--- config.mk ---
export PLATFORM = sky130hd
export DESIGN_NAME = srecord_text_encoder_core_flat
export DESIGN_NICKNAME = d
export VERILOG_FILES = /design/src/rtl/srec_pkg.sv /design/src/rtl/srec_in_if.sv /design/src/rtl/srec_out_if.sv /design/src/rtl/srec_cfg_if.sv /design/src/rtl/srecord_text_encoder_core.sv /design/src/rtl/srec_datapath.sv /design/src/rtl/srec_controller.sv /design/src/flat_wrapper.sv
export SDC_FILE = /design/constraint.sdc
export NUM_CORES = 1
export LEC_CHECK = 0
export BUFFER_PORTS_ARGS = -buffer_cell sky130_fd_sc_hd__clkbuf_2
export CORE_ASPECT_RATIO = 0.9
export CORE_MARGIN = 1
export CORE_UTILIZATION = 50
export CTS_BUF_LIST = sky130_fd_sc_hd__clkbuf_8
export DETAILED_ROUTE_END_ITERATION = 10
export PLACE_DENSITY = 0.68
export SLEW_MARGIN = 20
export SYNTH_ARGS = -nofsm -noshare
export SYNTH_HDL_FRONTEND = slang
export SYNTH_SLANG_ARGS = --single-unit
--- constraint.sdc ---
create_clock -name clk -period 8.9 [get_ports clk]
set_clock_uncertainty 0.05 [all_clocks]
set_input_delay 0.445 -clock clk [delete_from_list [all_inputs] [get_ports clk]]
set_output_delay 0.445 -clock clk [all_outputs]
set_load 0.05 [all_outputs]
--- src/rtl/srec_pkg.sv ---
// Shared constants, types and helpers for the S-record text encoder.
package srec_pkg;

    localparam int ADDR_W                   = 24;
    localparam int BYTE_W                   = 8;
    localparam int CHAR_W                   = 7;
    localparam int CFG_INDEX_W              = 2;
    localparam int DEFAULT_BYTES_PER_RECORD = 20;

    localparam logic [ADDR_W-1:0] RESET_ADDRESS = 24'h001000;

    // Configuration register indexes
    localparam logic [CFG_INDEX_W-1:0] REG_LOAD_ADDRESS  = 2'd0;
    localparam logic [CFG_INDEX_W-1:0] REG_ENTRY_ADDRESS = 2'd1;

    // Input commands
    localparam logic CMD_DATA   = 1'b0;
    localparam logic CMD_FINISH = 1'b1;

    localparam logic [BYTE_W-1:0] END_COUNT = 8'h04;
    localparam logic [BYTE_W-1:0] PAD_BYTE  = 8'hFF;

    localparam logic [CHAR_W-1:0] CHAR_S     = 7'h53;
    localparam logic [CHAR_W-1:0] CHAR_TWO   = 7'h32;
    localparam logic [CHAR_W-1:0] CHAR_EIGHT = 7'h38;
    localparam logic [CHAR_W-1:0] CHAR_CR    = 7'h0D;
    localparam logic [CHAR_W-1:0] CHAR_LF    = 7'h0A;
    localparam logic [CHAR_W-1:0] CHAR_ZERO  = 7'h30;
    localparam logic [CHAR_W-1:0] CHAR_HEXA  = 7'h37;  // 'A' - 10

    // Symbol selection codes, controller to datapath
    typedef logic [3:0] srec_sel_t;
    localparam srec_sel_t SEL_S        = 4'd0;
    localparam srec_sel_t SEL_TWO      = 4'd1;
    localparam srec_sel_t SEL_EIGHT    = 4'd2;
    localparam srec_sel_t SEL_CNT_DATA = 4'd3;
    localparam srec_sel_t SEL_CNT_END  = 4'd4;
    localparam srec_sel_t SEL_LA2      = 4'd5;
    localparam srec_sel_t SEL_LA1      = 4'd6;
    localparam srec_sel_t SEL_LA0      = 4'd7;
    localparam srec_sel_t SEL_EA2      = 4'd8;
    localparam srec_sel_t SEL_EA1      = 4'd9;
    localparam srec_sel_t SEL_EA0      = 4'd10;
    localparam srec_sel_t SEL_DATA     = 4'd11;
    localparam srec_sel_t SEL_CHK      = 4'd12;
    localparam srec_sel_t SEL_CR       = 4'd13;
    localparam srec_sel_t SEL_LF       = 4'd14;

    typedef struct packed {
        logic      emit;
        srec_sel_t sel;
        logic      nib_lo;
        logic      last;
        logic      sum_clear;
        logic      sum_add;
        logic      byte_load;
        logic      advance;
        logic      image_clear;
    } srec_cmd_t;

    typedef struct packed {
        logic pos_zero;
        logic rec_full;
        logic out_free;
    } srec_status_t;

    function automatic logic [CHAR_W-1:0] hex_char(input logic [3:0] v);
        logic [CHAR_W-1:0] c;
        if (v < 4'd10)
            c = CHAR_ZERO + {3'b000, v};
        else
            c = CHAR_HEXA + {3'b000, v};
        return c;
    endfunction

endpackage

--- src/rtl/srec_in_if.sv ---
// Input channel: image bytes and finish commands.
interface srec_in_if
    import srec_pkg::*;
();
    logic              valid;
    logic              ready;
    logic              command;
    logic [BYTE_W-1:0] data_byte;

    modport source (output valid, output command, output data_byte, input ready);
    modport sink   (input valid, input command, input data_byte, output ready);
endinterface

--- src/rtl/srec_out_if.sv ---
// Output channel: one ASCII character per transaction.
interface srec_out_if
    import srec_pkg::*;
();
    logic              valid;
    logic              ready;
    logic [CHAR_W-1:0] ascii_char;
    logic              last_of_run;

    modport source (output valid, output ascii_char, output last_of_run, input ready);
    modport sink   (input valid, input ascii_char, input last_of_run, output ready);
endinterface

--- src/rtl/srec_cfg_if.sv ---
// Configuration write channel.
interface srec_cfg_if
    import srec_pkg::*;
();
    logic                   valid;
    logic                   ready;
    logic [CFG_INDEX_W-1:0] reg_index;
    logic [ADDR_W-1:0]      reg_data;

    modport source (output valid, output reg_index, output reg_data, input ready);
    modport sink   (input valid, input reg_index, input reg_data, output ready);
endinterface

--- src/rtl/srecord_text_encoder_core.sv ---
// Top level of the S-record text encoder: controller plus datapath.
//
// data_in carries image bytes (command 0) or a finish command (command 1).
// Each byte is turned into S2 record text on char_out, one ASCII character
// per transaction; last_of_run marks the final character of each input
// transaction. A finish pads an open record with FF bytes, then sends the
// S8 end record and returns the offset to zero for the next image.
// cfg writes load_address (index 0) and entry_address (index 1); it is
// always ready and other indexes are ignored.
// Sequence: the controller takes an input transaction while idle, then its
// sequencer issues one character per cycle while char_out is not stalled.
// A byte inside a record sends its data characters; the first byte of a
// record sends S2, count, address and data, the last data, checksum, CR, LF.
// A finish sends any padding record text, then the S8 end record.
// data_in is taken again only once the sequencer has placed the last
// character of the previous transaction in the output register, which
// holds its character while char_out stalls; the sequencer waits with it.
// Reset sets both addresses to 0x1000 and clears position, offset and sum.
module srecord_text_encoder_core
    import srec_pkg::*;
#(
    parameter int BYTES_PER_RECORD = DEFAULT_BYTES_PER_RECORD
)
(
    input  logic       clk,
    input  logic       rst_n,
    srec_in_if.sink    data_in,
    srec_out_if.source char_out,
    srec_cfg_if.sink   cfg
);

    srec_cmd_t    cmd;
    srec_status_t status;

    srec_controller u_ctrl (
        .clk        (clk),
        .rst_n      (rst_n),
        .in_valid   (data_in.valid),
        .in_command (data_in.command),
        .in_ready   (data_in.ready),
        .status     (status),
        .cmd        (cmd)
    );

    srec_datapath #(
        .BYTES_PER_RECORD (BYTES_PER_RECORD)
    ) u_dp (
        .clk       (clk),
        .rst_n     (rst_n),
        .cmd       (cmd),
        .status    (status),
        .command   (data_in.command),
        .data_byte (data_in.data_byte),
        .cfg       (cfg),
        .char_out  (char_out)
    );

endmodule

--- src/rtl/srec_datapath.sv ---
// Datapath: address and checksum registers, symbol selection, output register.
module srec_datapath
    import srec_pkg::*;
#(
    parameter int BYTES_PER_RECORD = DEFAULT_BYTES_PER_RECORD
)
(
    input  logic              clk,
    input  logic              rst_n,
    input  srec_cmd_t         cmd,
    output srec_status_t      status,
    input  logic              command,
    input  logic [BYTE_W-1:0] data_byte,
    srec_cfg_if.sink          cfg,
    srec_out_if.source        char_out
);

    localparam int POS_W = $clog2(BYTES_PER_RECORD + 1);
    localparam logic [POS_W-1:0]  POS_LAST   = POS_W'(BYTES_PER_RECORD - 1);
    localparam logic [BYTE_W-1:0] DATA_COUNT = BYTE_W'(BYTES_PER_RECORD + 4);

    logic [ADDR_W-1:0] load_addr_reg;
    logic [ADDR_W-1:0] entry_addr_reg;
    logic [ADDR_W-1:0] offset_reg;
    logic [ADDR_W-1:0] offset_next;
    logic [POS_W-1:0]  pos_reg;
    logic [POS_W-1:0]  pos_next;
    logic [BYTE_W-1:0] sum_reg;
    logic [BYTE_W-1:0] sum_next;
    logic [BYTE_W-1:0] byte_reg;
    logic [BYTE_W-1:0] byte_next;
    logic              out_valid_reg;
    logic              out_valid_next;
    logic [CHAR_W-1:0] char_reg;
    logic [CHAR_W-1:0] char_next;
    logic              last_reg;
    logic              last_next;

    logic [ADDR_W-1:0] rec_addr;
    logic [BYTE_W-1:0] sel_byte;
    logic [3:0]        nibble;

    assign rec_addr = load_addr_reg + offset_reg;

    always_comb
    begin
        case (cmd.sel)
            SEL_CNT_DATA: sel_byte = DATA_COUNT;
            SEL_CNT_END:  sel_byte = END_COUNT;
            SEL_LA2:      sel_byte = rec_addr[23:16];
            SEL_LA1:      sel_byte = rec_addr[15:8];
            SEL_LA0:      sel_byte = rec_addr[7:0];
            SEL_EA2:      sel_byte = entry_addr_reg[23:16];
            SEL_EA1:      sel_byte = entry_addr_reg[15:8];
            SEL_EA0:      sel_byte = entry_addr_reg[7:0];
            SEL_DATA:     sel_byte = byte_reg;
            SEL_CHK:      sel_byte = ~sum_reg;
            default:      sel_byte = byte_reg;
        endcase
    end

    assign nibble = cmd.nib_lo ? sel_byte[3:0] : sel_byte[7:4];

    always_comb
    begin
        case (cmd.sel)
            SEL_S:     char_next = CHAR_S;
            SEL_TWO:   char_next = CHAR_TWO;
            SEL_EIGHT: char_next = CHAR_EIGHT;
            SEL_CR:    char_next = CHAR_CR;
            SEL_LF:    char_next = CHAR_LF;
            default:   char_next = hex_char(nibble);
        endcase
    end

    always_comb
    begin
        out_valid_next = out_valid_reg;
        last_next      = last_reg;
        if (cmd.emit)
        begin
            out_valid_next = 1'b1;
            last_next      = cmd.last;
        end
        else if (char_out.ready)
        begin
            out_valid_next = 1'b0;
        end

        sum_next = sum_reg;
        if (cmd.sum_clear || cmd.image_clear)
            sum_next = '0;
        else if (cmd.sum_add)
            sum_next = sum_reg + sel_byte;

        pos_next    = pos_reg;
        offset_next = offset_reg;
        if (cmd.image_clear)
        begin
            pos_next    = '0;
            offset_next = '0;
        end
        else if (cmd.advance)
        begin
            pos_next    = (pos_reg == POS_LAST) ? '0 : pos_reg + 1'b1;
            offset_next = offset_reg + 1'b1;
        end

        byte_next = byte_reg;
        if (cmd.byte_load)
            byte_next = (command == CMD_FINISH) ? PAD_BYTE : data_byte;
    end

    always_ff @(posedge clk or negedge rst_n)
    begin
        if (!rst_n)
        begin
            load_addr_reg  <= RESET_ADDRESS;
            entry_addr_reg <= RESET_ADDRESS;
            offset_reg     <= '0;
            pos_reg        <= '0;
            sum_reg        <= '0;
            out_valid_reg  <= 1'b0;
            last_reg       <= 1'b0;
        end
        else
        begin
            offset_reg    <= offset_next;
            pos_reg       <= pos_next;
            sum_reg       <= sum_next;
            out_valid_reg <= out_valid_next;
            last_reg      <= last_next;
            if (cfg.valid)
            begin
                case (cfg.reg_index)
                    REG_LOAD_ADDRESS:  load_addr_reg  <= cfg.reg_data;
                    REG_ENTRY_ADDRESS: entry_addr_reg <= cfg.reg_data;
                    default:           ;
                endcase
            end
        end
    end

    always_ff @(posedge clk)
    begin
        byte_reg <= byte_next;
        if (cmd.emit)
            char_reg <= char_next;
    end

    assign cfg.ready            = 1'b1;
    assign char_out.valid       = out_valid_reg;
    assign char_out.ascii_char  = char_reg;
    assign char_out.last_of_run = last_reg;

    assign status.pos_zero = (pos_reg == '0);
    assign status.rec_full = (pos_reg == POS_LAST);
    assign status.out_free = !out_valid_reg || char_out.ready;

endmodule

--- src/rtl/srec_controller.sv ---
// Controller: sequences the characters of each record, one per cycle while the output is free.
module srec_controller
    import srec_pkg::*;
(
    input  logic         clk,
    input  logic         rst_n,
    input  logic         in_valid,
    input  logic         in_command,
    output logic         in_ready,
    input  srec_status_t status,
    output srec_cmd_t    cmd
);

    localparam logic [3:0] ST_IDLE  = 4'd0;
    localparam logic [3:0] ST_S     = 4'd1;
    localparam logic [3:0] ST_TYPE  = 4'd2;
    localparam logic [3:0] ST_COUNT = 4'd3;
    localparam logic [3:0] ST_A2    = 4'd4;
    localparam logic [3:0] ST_A1    = 4'd5;
    localparam logic [3:0] ST_A0    = 4'd6;
    localparam logic [3:0] ST_DATA  = 4'd7;
    localparam logic [3:0] ST_CHK   = 4'd8;
    localparam logic [3:0] ST_CR    = 4'd9;
    localparam logic [3:0] ST_LF    = 4'd10;

    logic [3:0] state_reg;
    logic [3:0] state_next;
    logic       nib_reg;
    logic       nib_next;
    logic       is_end_reg;      // current record is the S8 end record
    logic       is_end_next;
    logic       finishing_reg;   // a finish transaction is in progress
    logic       finishing_next;

    assign in_ready = (state_reg == ST_IDLE);

    always_comb
    begin
        state_next     = state_reg;
        nib_next       = nib_reg;
        is_end_next    = is_end_reg;
        finishing_next = finishing_reg;
        cmd            = '0;
        cmd.sel        = SEL_S;
        cmd.nib_lo     = nib_reg;

        case (state_reg)
            ST_IDLE:
            begin
                nib_next = 1'b0;
                if (in_valid)
                begin
                    cmd.byte_load  = 1'b1;
                    finishing_next = in_command;
                    is_end_next    = (in_command == CMD_FINISH) && status.pos_zero;
                    state_next     = status.pos_zero ? ST_S : ST_DATA;
                end
            end
            ST_S:
            begin
                cmd.sel = SEL_S;
                if (status.out_free)
                begin
                    cmd.emit      = 1'b1;
                    cmd.sum_clear = 1'b1;
                    state_next    = ST_TYPE;
                end
            end
            ST_TYPE:
            begin
                cmd.sel = is_end_reg ? SEL_EIGHT : SEL_TWO;
                if (status.out_free)
                begin
                    cmd.emit   = 1'b1;
                    state_next = ST_COUNT;
                end
            end
            ST_COUNT, ST_A2, ST_A1, ST_A0, ST_DATA:
            begin
                case (state_reg)
                    ST_COUNT: cmd.sel = is_end_reg ? SEL_CNT_END : SEL_CNT_DATA;
                    ST_A2:    cmd.sel = is_end_reg ? SEL_EA2 : SEL_LA2;
                    ST_A1:    cmd.sel = is_end_reg ? SEL_EA1 : SEL_LA1;
                    ST_A0:    cmd.sel = is_end_reg ? SEL_EA0 : SEL_LA0;
                    default:  cmd.sel = SEL_DATA;
                endcase
                if (status.out_free)
                begin
                    cmd.emit    = 1'b1;
                    cmd.sum_add = !nib_reg;
                    nib_next    = !nib_reg;
                    if (nib_reg)
                    begin
                        case (state_reg)
                            ST_COUNT: state_next = ST_A2;
                            ST_A2:    state_next = ST_A1;
                            ST_A1:    state_next = ST_A0;
                            ST_A0:    state_next = is_end_reg ? ST_CHK : ST_DATA;
                            default:
                            begin
                                cmd.advance = 1'b1;
                                if (status.rec_full)
                                    state_next = ST_CHK;
                                else if (!finishing_reg)
                                begin
                                    cmd.last   = 1'b1;
                                    state_next = ST_IDLE;
                                end
                            end
                        endcase
                    end
                end
            end
            ST_CHK:
            begin
                cmd.sel = SEL_CHK;
                if (status.out_free)
                begin
                    cmd.emit = 1'b1;
                    nib_next = !nib_reg;
                    if (nib_reg)
                        state_next = ST_CR;
                end
            end
            ST_CR:
            begin
                cmd.sel = SEL_CR;
                if (status.out_free)
                begin
                    cmd.emit   = 1'b1;
                    state_next = ST_LF;
                end
            end
            ST_LF:
            begin
                cmd.sel = SEL_LF;
                if (status.out_free)
                begin
                    cmd.emit = 1'b1;
                    if (is_end_reg)
                    begin
                        cmd.last        = 1'b1;
                        cmd.image_clear = 1'b1;
                        state_next      = ST_IDLE;
                    end
                    else if (finishing_reg)
                    begin
                        is_end_next = 1'b1;
                        state_next  = ST_S;
                    end
                    else
                    begin
                        cmd.last   = 1'b1;
                        state_next = ST_IDLE;
                    end
                end
            end
            default:
            begin
                state_next = ST_IDLE;
            end
        endcase
    end

    always_ff @(posedge clk or negedge rst_n)
    begin
        if (!rst_n)
        begin
            state_reg     <= ST_IDLE;
            nib_reg       <= 1'b0;
            is_end_reg    <= 1'b0;
            finishing_reg <= 1'b0;
        end
        else
        begin
            state_reg     <= state_next;
            nib_reg       <= nib_next;
            is_end_reg    <= is_end_next;
            finishing_reg <= finishing_next;
        end
    end

endmodule
--- src/flat_wrapper.sv ---
// flat-port wrapper written by rule: the top's interface ports become plain ports
module srecord_text_encoder_core_flat import srec_pkg::*;
#(
    parameter int BYTES_PER_RECORD = DEFAULT_BYTES_PER_RECORD
)
  (clk, rst_n, data_in_valid, data_in_command, data_in_data_byte, data_in_ready, char_out_valid, char_out_ascii_char, char_out_last_of_run, char_out_ready, cfg_valid, cfg_reg_index, cfg_reg_data, cfg_ready);
  srec_in_if data_in_i ();
  srec_out_if char_out_i ();
  srec_cfg_if cfg_i ();
  input  logic clk;
  input  logic rst_n;
  input wire logic [$bits(data_in_i.valid)-1:0] data_in_valid;
  input wire logic [$bits(data_in_i.command)-1:0] data_in_command;
  input wire logic [$bits(data_in_i.data_byte)-1:0] data_in_data_byte;
  output wire logic [$bits(data_in_i.ready)-1:0] data_in_ready;
  output wire logic [$bits(char_out_i.valid)-1:0] char_out_valid;
  output wire logic [$bits(char_out_i.ascii_char)-1:0] char_out_ascii_char;
  output wire logic [$bits(char_out_i.last_of_run)-1:0] char_out_last_of_run;
  input wire logic [$bits(char_out_i.ready)-1:0] char_out_ready;
  input wire logic [$bits(cfg_i.valid)-1:0] cfg_valid;
  input wire logic [$bits(cfg_i.reg_index)-1:0] cfg_reg_index;
  input wire logic [$bits(cfg_i.reg_data)-1:0] cfg_reg_data;
  output wire logic [$bits(cfg_i.ready)-1:0] cfg_ready;
  assign data_in_i.valid = data_in_valid;
  assign data_in_i.command = data_in_command;
  assign data_in_i.data_byte = data_in_data_byte;
  assign data_in_ready = data_in_i.ready;
  assign char_out_valid = char_out_i.valid;
  assign char_out_ascii_char = char_out_i.ascii_char;
  assign char_out_last_of_run = char_out_i.last_of_run;
  assign char_out_i.ready = char_out_ready;
  assign cfg_i.valid = cfg_valid;
  assign cfg_i.reg_index = cfg_reg_index;
  assign cfg_i.reg_data = cfg_reg_data;
  assign cfg_ready = cfg_i.ready;
  srecord_text_encoder_core #(.BYTES_PER_RECORD(BYTES_PER_RECORD)) u_core (.clk(clk), .rst_n(rst_n), .data_in(data_in_i), .char_out(char_out_i), .cfg(cfg_i));
endmodule
Word-level counts from Yosys, hierarchy flattened:

Index checks and enable logic that the tools add are counted.

* add/subtract/negate cells: 6
* multiply operators: 0
* reduce and logical (&&, ||, !) cells: 23
* eq/ne operators: 36
* muxes and demuxes: 65
* $lt $le $gt $ge: 1
* shifts and indexed selects: 0
* bitwise logic cells: 1
* div/mod/pow operators: 0

Operators with widths (number)
* $pmux 8 s9: 1
* $mux 4: 16
* $mux 24: 2
* $eq 4x4->1 const B: 9
* $pmux 7 s5: 1
* $eq 4x3->1 const B: 8
* $pmux 4 s4: 2
* $pmux 5 s6: 1
* $mux 1: 29
* $pmux 4 s7: 1
* $add 24x1->24 const B: 1
* $add 24x24->24: 1
* $eq 4x2->1 const B: 4
* $mux 8: 2
* $mux 5: 3
* $add 6x4->7 const A: 2
* $ne 2x1->1 const B: 7
* $reduce_and 10->1: 1
* $reduce_bool 2->1: 5
* $add 8x8->8: 1
* $eq 4x1->1 const B: 2
* $logic_not 4->1: 2
* $not 8->8: 1
* $reduce_and 2->1: 4
* other kinds (19): 26

* output and inout bits: 11
* register bits: 109
* memory bits (read-only): 0
* RAM bits: 0
* input bits: 40
* word-level logic and storage cells: 145
* memories: 0
* bits in latches: 0

Depth between registers and ports, before layout:

* word-level depth: 10
* mapped depth: 22
* gate-level depth less buffers: 22

Cells and area by module:

From an unflattened synthesis, not the netlist that was laid out.

* cell total of the unflattened synthesis: 830
* area, all modules: 7761.2 um2

By module, submodules not included
* srec_datapath: area an instance 7006.7 um2, sequential area each 2630.0 um2, cells an instance 729, instances 1
* srec_controller: area an instance 754.5 um2, sequential area each 175.2 um2, cells an instance 101, instances 1

Worst setup path after synthesis:

OpenSTA, ideal clock, no wires.

* path type: register -> register
* from: register u_core.u_dp.offset_reg[0]
* to: register u_core.u_dp.sum_reg[7]
* buffers on the path: 0
* library setup time: 0.129 ns
* path slack: 4.897 ns
* data arrival time: 3.824 ns
* required time: 8.721 ns
* cell stages (with the launch flop): 22
* clock period less this slack: 4.003 ns
* cells stage by stage: dfrtp_1 > ha_1 > inv_1 > fa_1 > nand2b_1 > a21oi_2 > o2111a_1 > nor2_1 > a211o_1 > xnor2_1 > a21oi_1 > nor2_1 > ha_1 > a21o_1 > a21oi_1 > o21bai_1 > a21oi_1 > o21bai_1 > a21oi_1 > xor2_1 > o211ai_1 > o31ai_1

* cells in the longest elaborated chain, start to end: 5

RTL lines
* from (decl): RTL line srec_datapath.sv:24 `logic [ADDR_W-1:0] offset_reg;`
* from (signal assigned): RTL line srec_datapath.sv:128 `offset_reg <= offset_next;`
* $add 24x24->24: RTL line srec_datapath.sv:43 `assign rec_addr = load_addr_reg + offset_reg;`
* $pmux 8 s9: RTL line srec_datapath.sv:47 `case (cmd.sel)`
* $add 8x8->8: RTL line srec_datapath.sv:94 `sum_next = sum_reg + sel_byte;`
* $mux 8: RTL line srec_datapath.sv:93 `else if (cmd.sum_add)`
* $mux 8: RTL line srec_datapath.sv:91 `if (cmd.sum_clear || cmd.image_clear)`
* to (signal assigned): RTL line srec_datapath.sv:130 `sum_reg <= sum_next;`
* to (decl): RTL line srec_datapath.sv:28 `logic [BYTE_W-1:0] sum_reg;`

Every way passes these cells. The select of a mux whose other input is x is not followed.
A chain may end at the register's enable or synchronous reset.

Worst setup path after layout:

Ends and elaborated chain as after synthesis.

==> impl_results.md <==
* Post-synthesis async set-or-reset flop share at 86.24%
* DR pass1 iterations at 5
* Die area at 15260 µm²
* Clock buffer depth at 2
* Leak at 3.371 nW
* Max stage delay on crit path at 0.45 ns
* Final period util at 50.77%
* DR vias at 6415
* Fill cell count at 1317
* Most frequent CP cell: a21oi_1
* Most common cell after layout, fill and taps aside: dfrtp_1
* FF-to-FF Start: u_core.u_dp.offset_reg[0]$_DFFE_PN0P_
* Unrepaired setup endpoints after global routing: false
* Antenna fix cells at 0
* PwrDens at 294.1 nW/µm²
* Flops & latches, synth at 109
* Final Setup Violations at 0
* Synth Area in Adders at 6.303%
* Final hold violations at 0
* Layout cells sized above 1 at 18.79%
* R2r endpoint: u_core.u_dp.sum_reg[7]$_DFFE_PN0P_
* Critical path peak fanout at 6
* Total power at 0.002342 W
* Synth Area in Compound Gates at 21.64%
* Post-synth EDFFs at 15
* First-pass GRT wire length at 31700 µm
* Crit path cell chain: ha_1 > inv_1 > fa_1 > nand2b_1 > a21oi_2 > o2111a_1 > nor2_1 > a211o_1 > xnor2_1 > a21oi_1 > nor2_1 > ha_1 > a21o_1 > a21oi_1 > o21bai_1 > a21oi_1 > o21bai_1 > a21oi_1 > xor2_1 > o211ai_1 > o31ai_1
* DRC viols at 0
* Largest net degree at the start of global routing at 61
* Worst R2R Setup Slack at 4.38 ns
* Multi-input gate area at 4320 µm²
* Worst Hold Depth at 2
* Placed cell count at 1001
* Clk slew on worst S/H paths at 0.11 ns
* Commonest cells after routing, fill and taps aside: dfrtp_1, nor2_1, nand2_1
* CTS Root Buffer Type: clkbuf_8
* XOR/XNOR share of the synthesized area at 3.558%
* Reg2Reg Depth at 21
* Critical Path End Type: register
* Mapped Cells at 790
* Hold EP: u_core.u_dp.entry_addr_reg[9]$_DFFE_PN0P_
* HP Class: input pin to register
* Status: completed
* Antenna violations before repair at 0
* Synth Area in Simple Gates at 17.37%
* DP HPWL at 15180 µm
* Grt ovf at 0
* Die H at 117.3 µm
* Clk_lat worst skew at 0.39 ns
* VDD IR-drop max at 0.1555 mV
* WS Path Type: register to register
* Worst EP required at 9.11 ns
* Pre-CTS setup slack at 4.455 ns
* Main combinational cell family by area after synthesis: compound AO/OA/AOI/OAI gates
* Per-cell routed wire length at 19.61 µm
* Area delta synth->final at 7.811%
* Seq/Total Area, Yosys at 37.99%
* Fin worst setup slack at 4.381 ns
* Max-slew violations at 0
* Setup TNS at 0 ns
* CP Launch Type: register
* Slew HR at 26.18%
* Syn avg cell area at 9.348 µm²
* Post-synthesis mux area share at 9.522%
* Num rows at 41
* Worst-Margin Slew at 1.101 ns
* Seq. cell area at 2805 µm²
* Sink Count at 109
* # Max-Cap Violations at 0
* Synth Warn # at 0
* Antenna-violating nets left at 0
* Synth Flop Type: dfrtp_1
* TritonCTS clock tree: yes
* Die Width at 130.1 µm
* Min Tclk post-route at 4.519 ns
* WL final at 19960 µm
* Io pins at 51
* Post-synthesis net count at 866
* Count of nets after finishing at 896
* Mapped Area at 7385 µm²
* Post-Layout Cell Count at 1018
* Critical hold path startpoint: cfg_reg_data[9]
* Gr usage total at 27.37%
* Effective utilization at floorplan at 51.97%
* Core Area at 14210 µm²
* Port bufs at 49
* H-tree Lvls at 3
* Initial DRC Count at 552
* Synth cell types at 85
* Achievable Freq at 0.2213 GHz
* Vias in the first global route at 6103
* CP max-delay cell: dfrtp_1
* Num CTS Buffers at 9
* Worst EP arrival at 4.73 ns
* Vias per cell at 6.302
* Routability cong. at 0.9371
worst max-delay path by stage:
stage	startpoint	endpoint	slack, ns	cells after the start
3_3_place_gp	u_core.u_dp.offset_reg[0]$_DFFE_PN0P_	u_core.u_dp.sum_reg[7]$_DFFE_PN0P_	4.59	21
6_report	u_core.u_dp.offset_reg[0]$_DFFE_PN0P_	u_core.u_dp.sum_reg[7]$_DFFE_PN0P_	4.38	21
4_1_cts	u_core.u_dp.offset_reg[0]$_DFFE_PN0P_	u_core.u_dp.sum_reg[7]$_DFFE_PN0P_	4.44	21
2_1_floorplan	u_core.u_dp.offset_reg[0]$_DFFE_PN0P_	u_core.u_dp.sum_reg[7]$_DFFE_PN0P_	4.90	21
3_5_place_dp	u_core.u_dp.offset_reg[0]$_DFFE_PN0P_	u_core.u_dp.sum_reg[7]$_DFFE_PN0P_	4.46	21
5_1_grt	u_core.u_dp.offset_reg[0]$_DFFE_PN0P_	u_core.u_dp.sum_reg[7]$_DFFE_PN0P_	4.03	21
critical path, delay by kind of cell, from the launching register on:
kind | cells | cell delay, ns
AND/OR/NAND/NOR | 3 | 0.39
buffers and inverters | 1 | 0.07
adder cells (fa/ha/maj) | 3 | 0.87
flip-flops | 1 | 0.45
XOR/XNOR | 2 | 0.25
AO/OA/AOI/OAI | 12 | 2.29
cells by family after synthesis:
family | count (synthesis)
AND/OR/NAND/NOR | 256
multiplexers | 64
buffers and inverters | 63
other | 1
adder cells (fa/ha/maj) | 36
AO/OA/AOI/OAI | 231
XOR/XNOR | 30
flip-flops | 109
metrics by stage:
| stage | utilization [%] | hold WS (ns) | area (µm²) |
|---|---|---|---|
| floorplan | - | 0.09941 | 7385 |
| global placement | 54.57 | 0.3823 | 7754 |
| detailed placement | 54.57 | 0.3871 | 7754 |
| CTS | 56.03 | 0.2321 | 7961 |
| global route | 56.03 | 0.2326 | 7961 |
| finish | 56.03 | 0.2464 | 7961 |
metal layers:
| metal | vias up | routed length [µm] | GRT usage [%] |
|---|---|---|---|
| met5 | - | 0 | 0 |
| met4 | 0 | 376 | 8.915 |
| met3 | 30 | 1443 | 5.500 |
| met2 | 268 | 8943 | 43.05 |
| met1 | 3125 | 9201 | 37.77 |
| li1 | 2992 | - | - |
final cells by class:
class	count	share of cell area, %
Clock buffer	10	1.729
Clock inverter	6	0.7544
Inverter	27	1.273
Multi-Input combinational cell	618	54.27
Sequential cell	109	35.23
Tap cell	193	3.033
Timing Repair Buffer	55	3.709
synth_stat cells (all sizes together) (5+ instances only):
library cell  count  area share [%]
a2111oi           5            0.76
a211o             5            0.59
a211oi           10             1.1
a21o              8            0.81
a21oi            57             3.9
a31oi             8            0.76
and2              8            0.68
and3              9            0.76
buf              17             1.2
clkbuf           19            0.97
dfrtp            92              31
edfxtp           15             6.1
ha               34             5.8
inv              27             1.4
mux2             50             7.6
mux2i            14             1.9
nand2            58             3.0
nand2b           10            0.85
nand3            21             1.4
nand4            12             1.0
nor2             72             3.7
nor2b             5            0.42
nor3             16             1.2
o2111ai           5            0.68
o211ai            8            0.81
o21a              6            0.61
o21ai            55             3.8
o21bai            6            0.61
o221ai            5            0.59
o311ai            5            0.59
o31ai            11             1.4
o32ai             6            0.81
or2              16             1.4
or3              12             1.0
xnor2            12             1.4
xor2             18             2.1
where the power goes:
group | leakage (nW) | internal [W] | switching [W] | total [W]
clock | 0.106 | 0.000138 | 0.000175 | 0.000313
sequential | 1.31 | 0.000630 | 0.000150 | 0.000781
combinational | 1.95 | 0.000487 | 0.000761 | 0.00125
total | 3.37 | 0.00125 | 0.00109 | 0.00234
what timing repair did:
item,CTS,global route
hold buffers,1,0
resized for setup,0,0
endpoints found under the hold margin,34,0
setup buffers,0,0
Note: power is estimated with default switching activity, not from simulation.
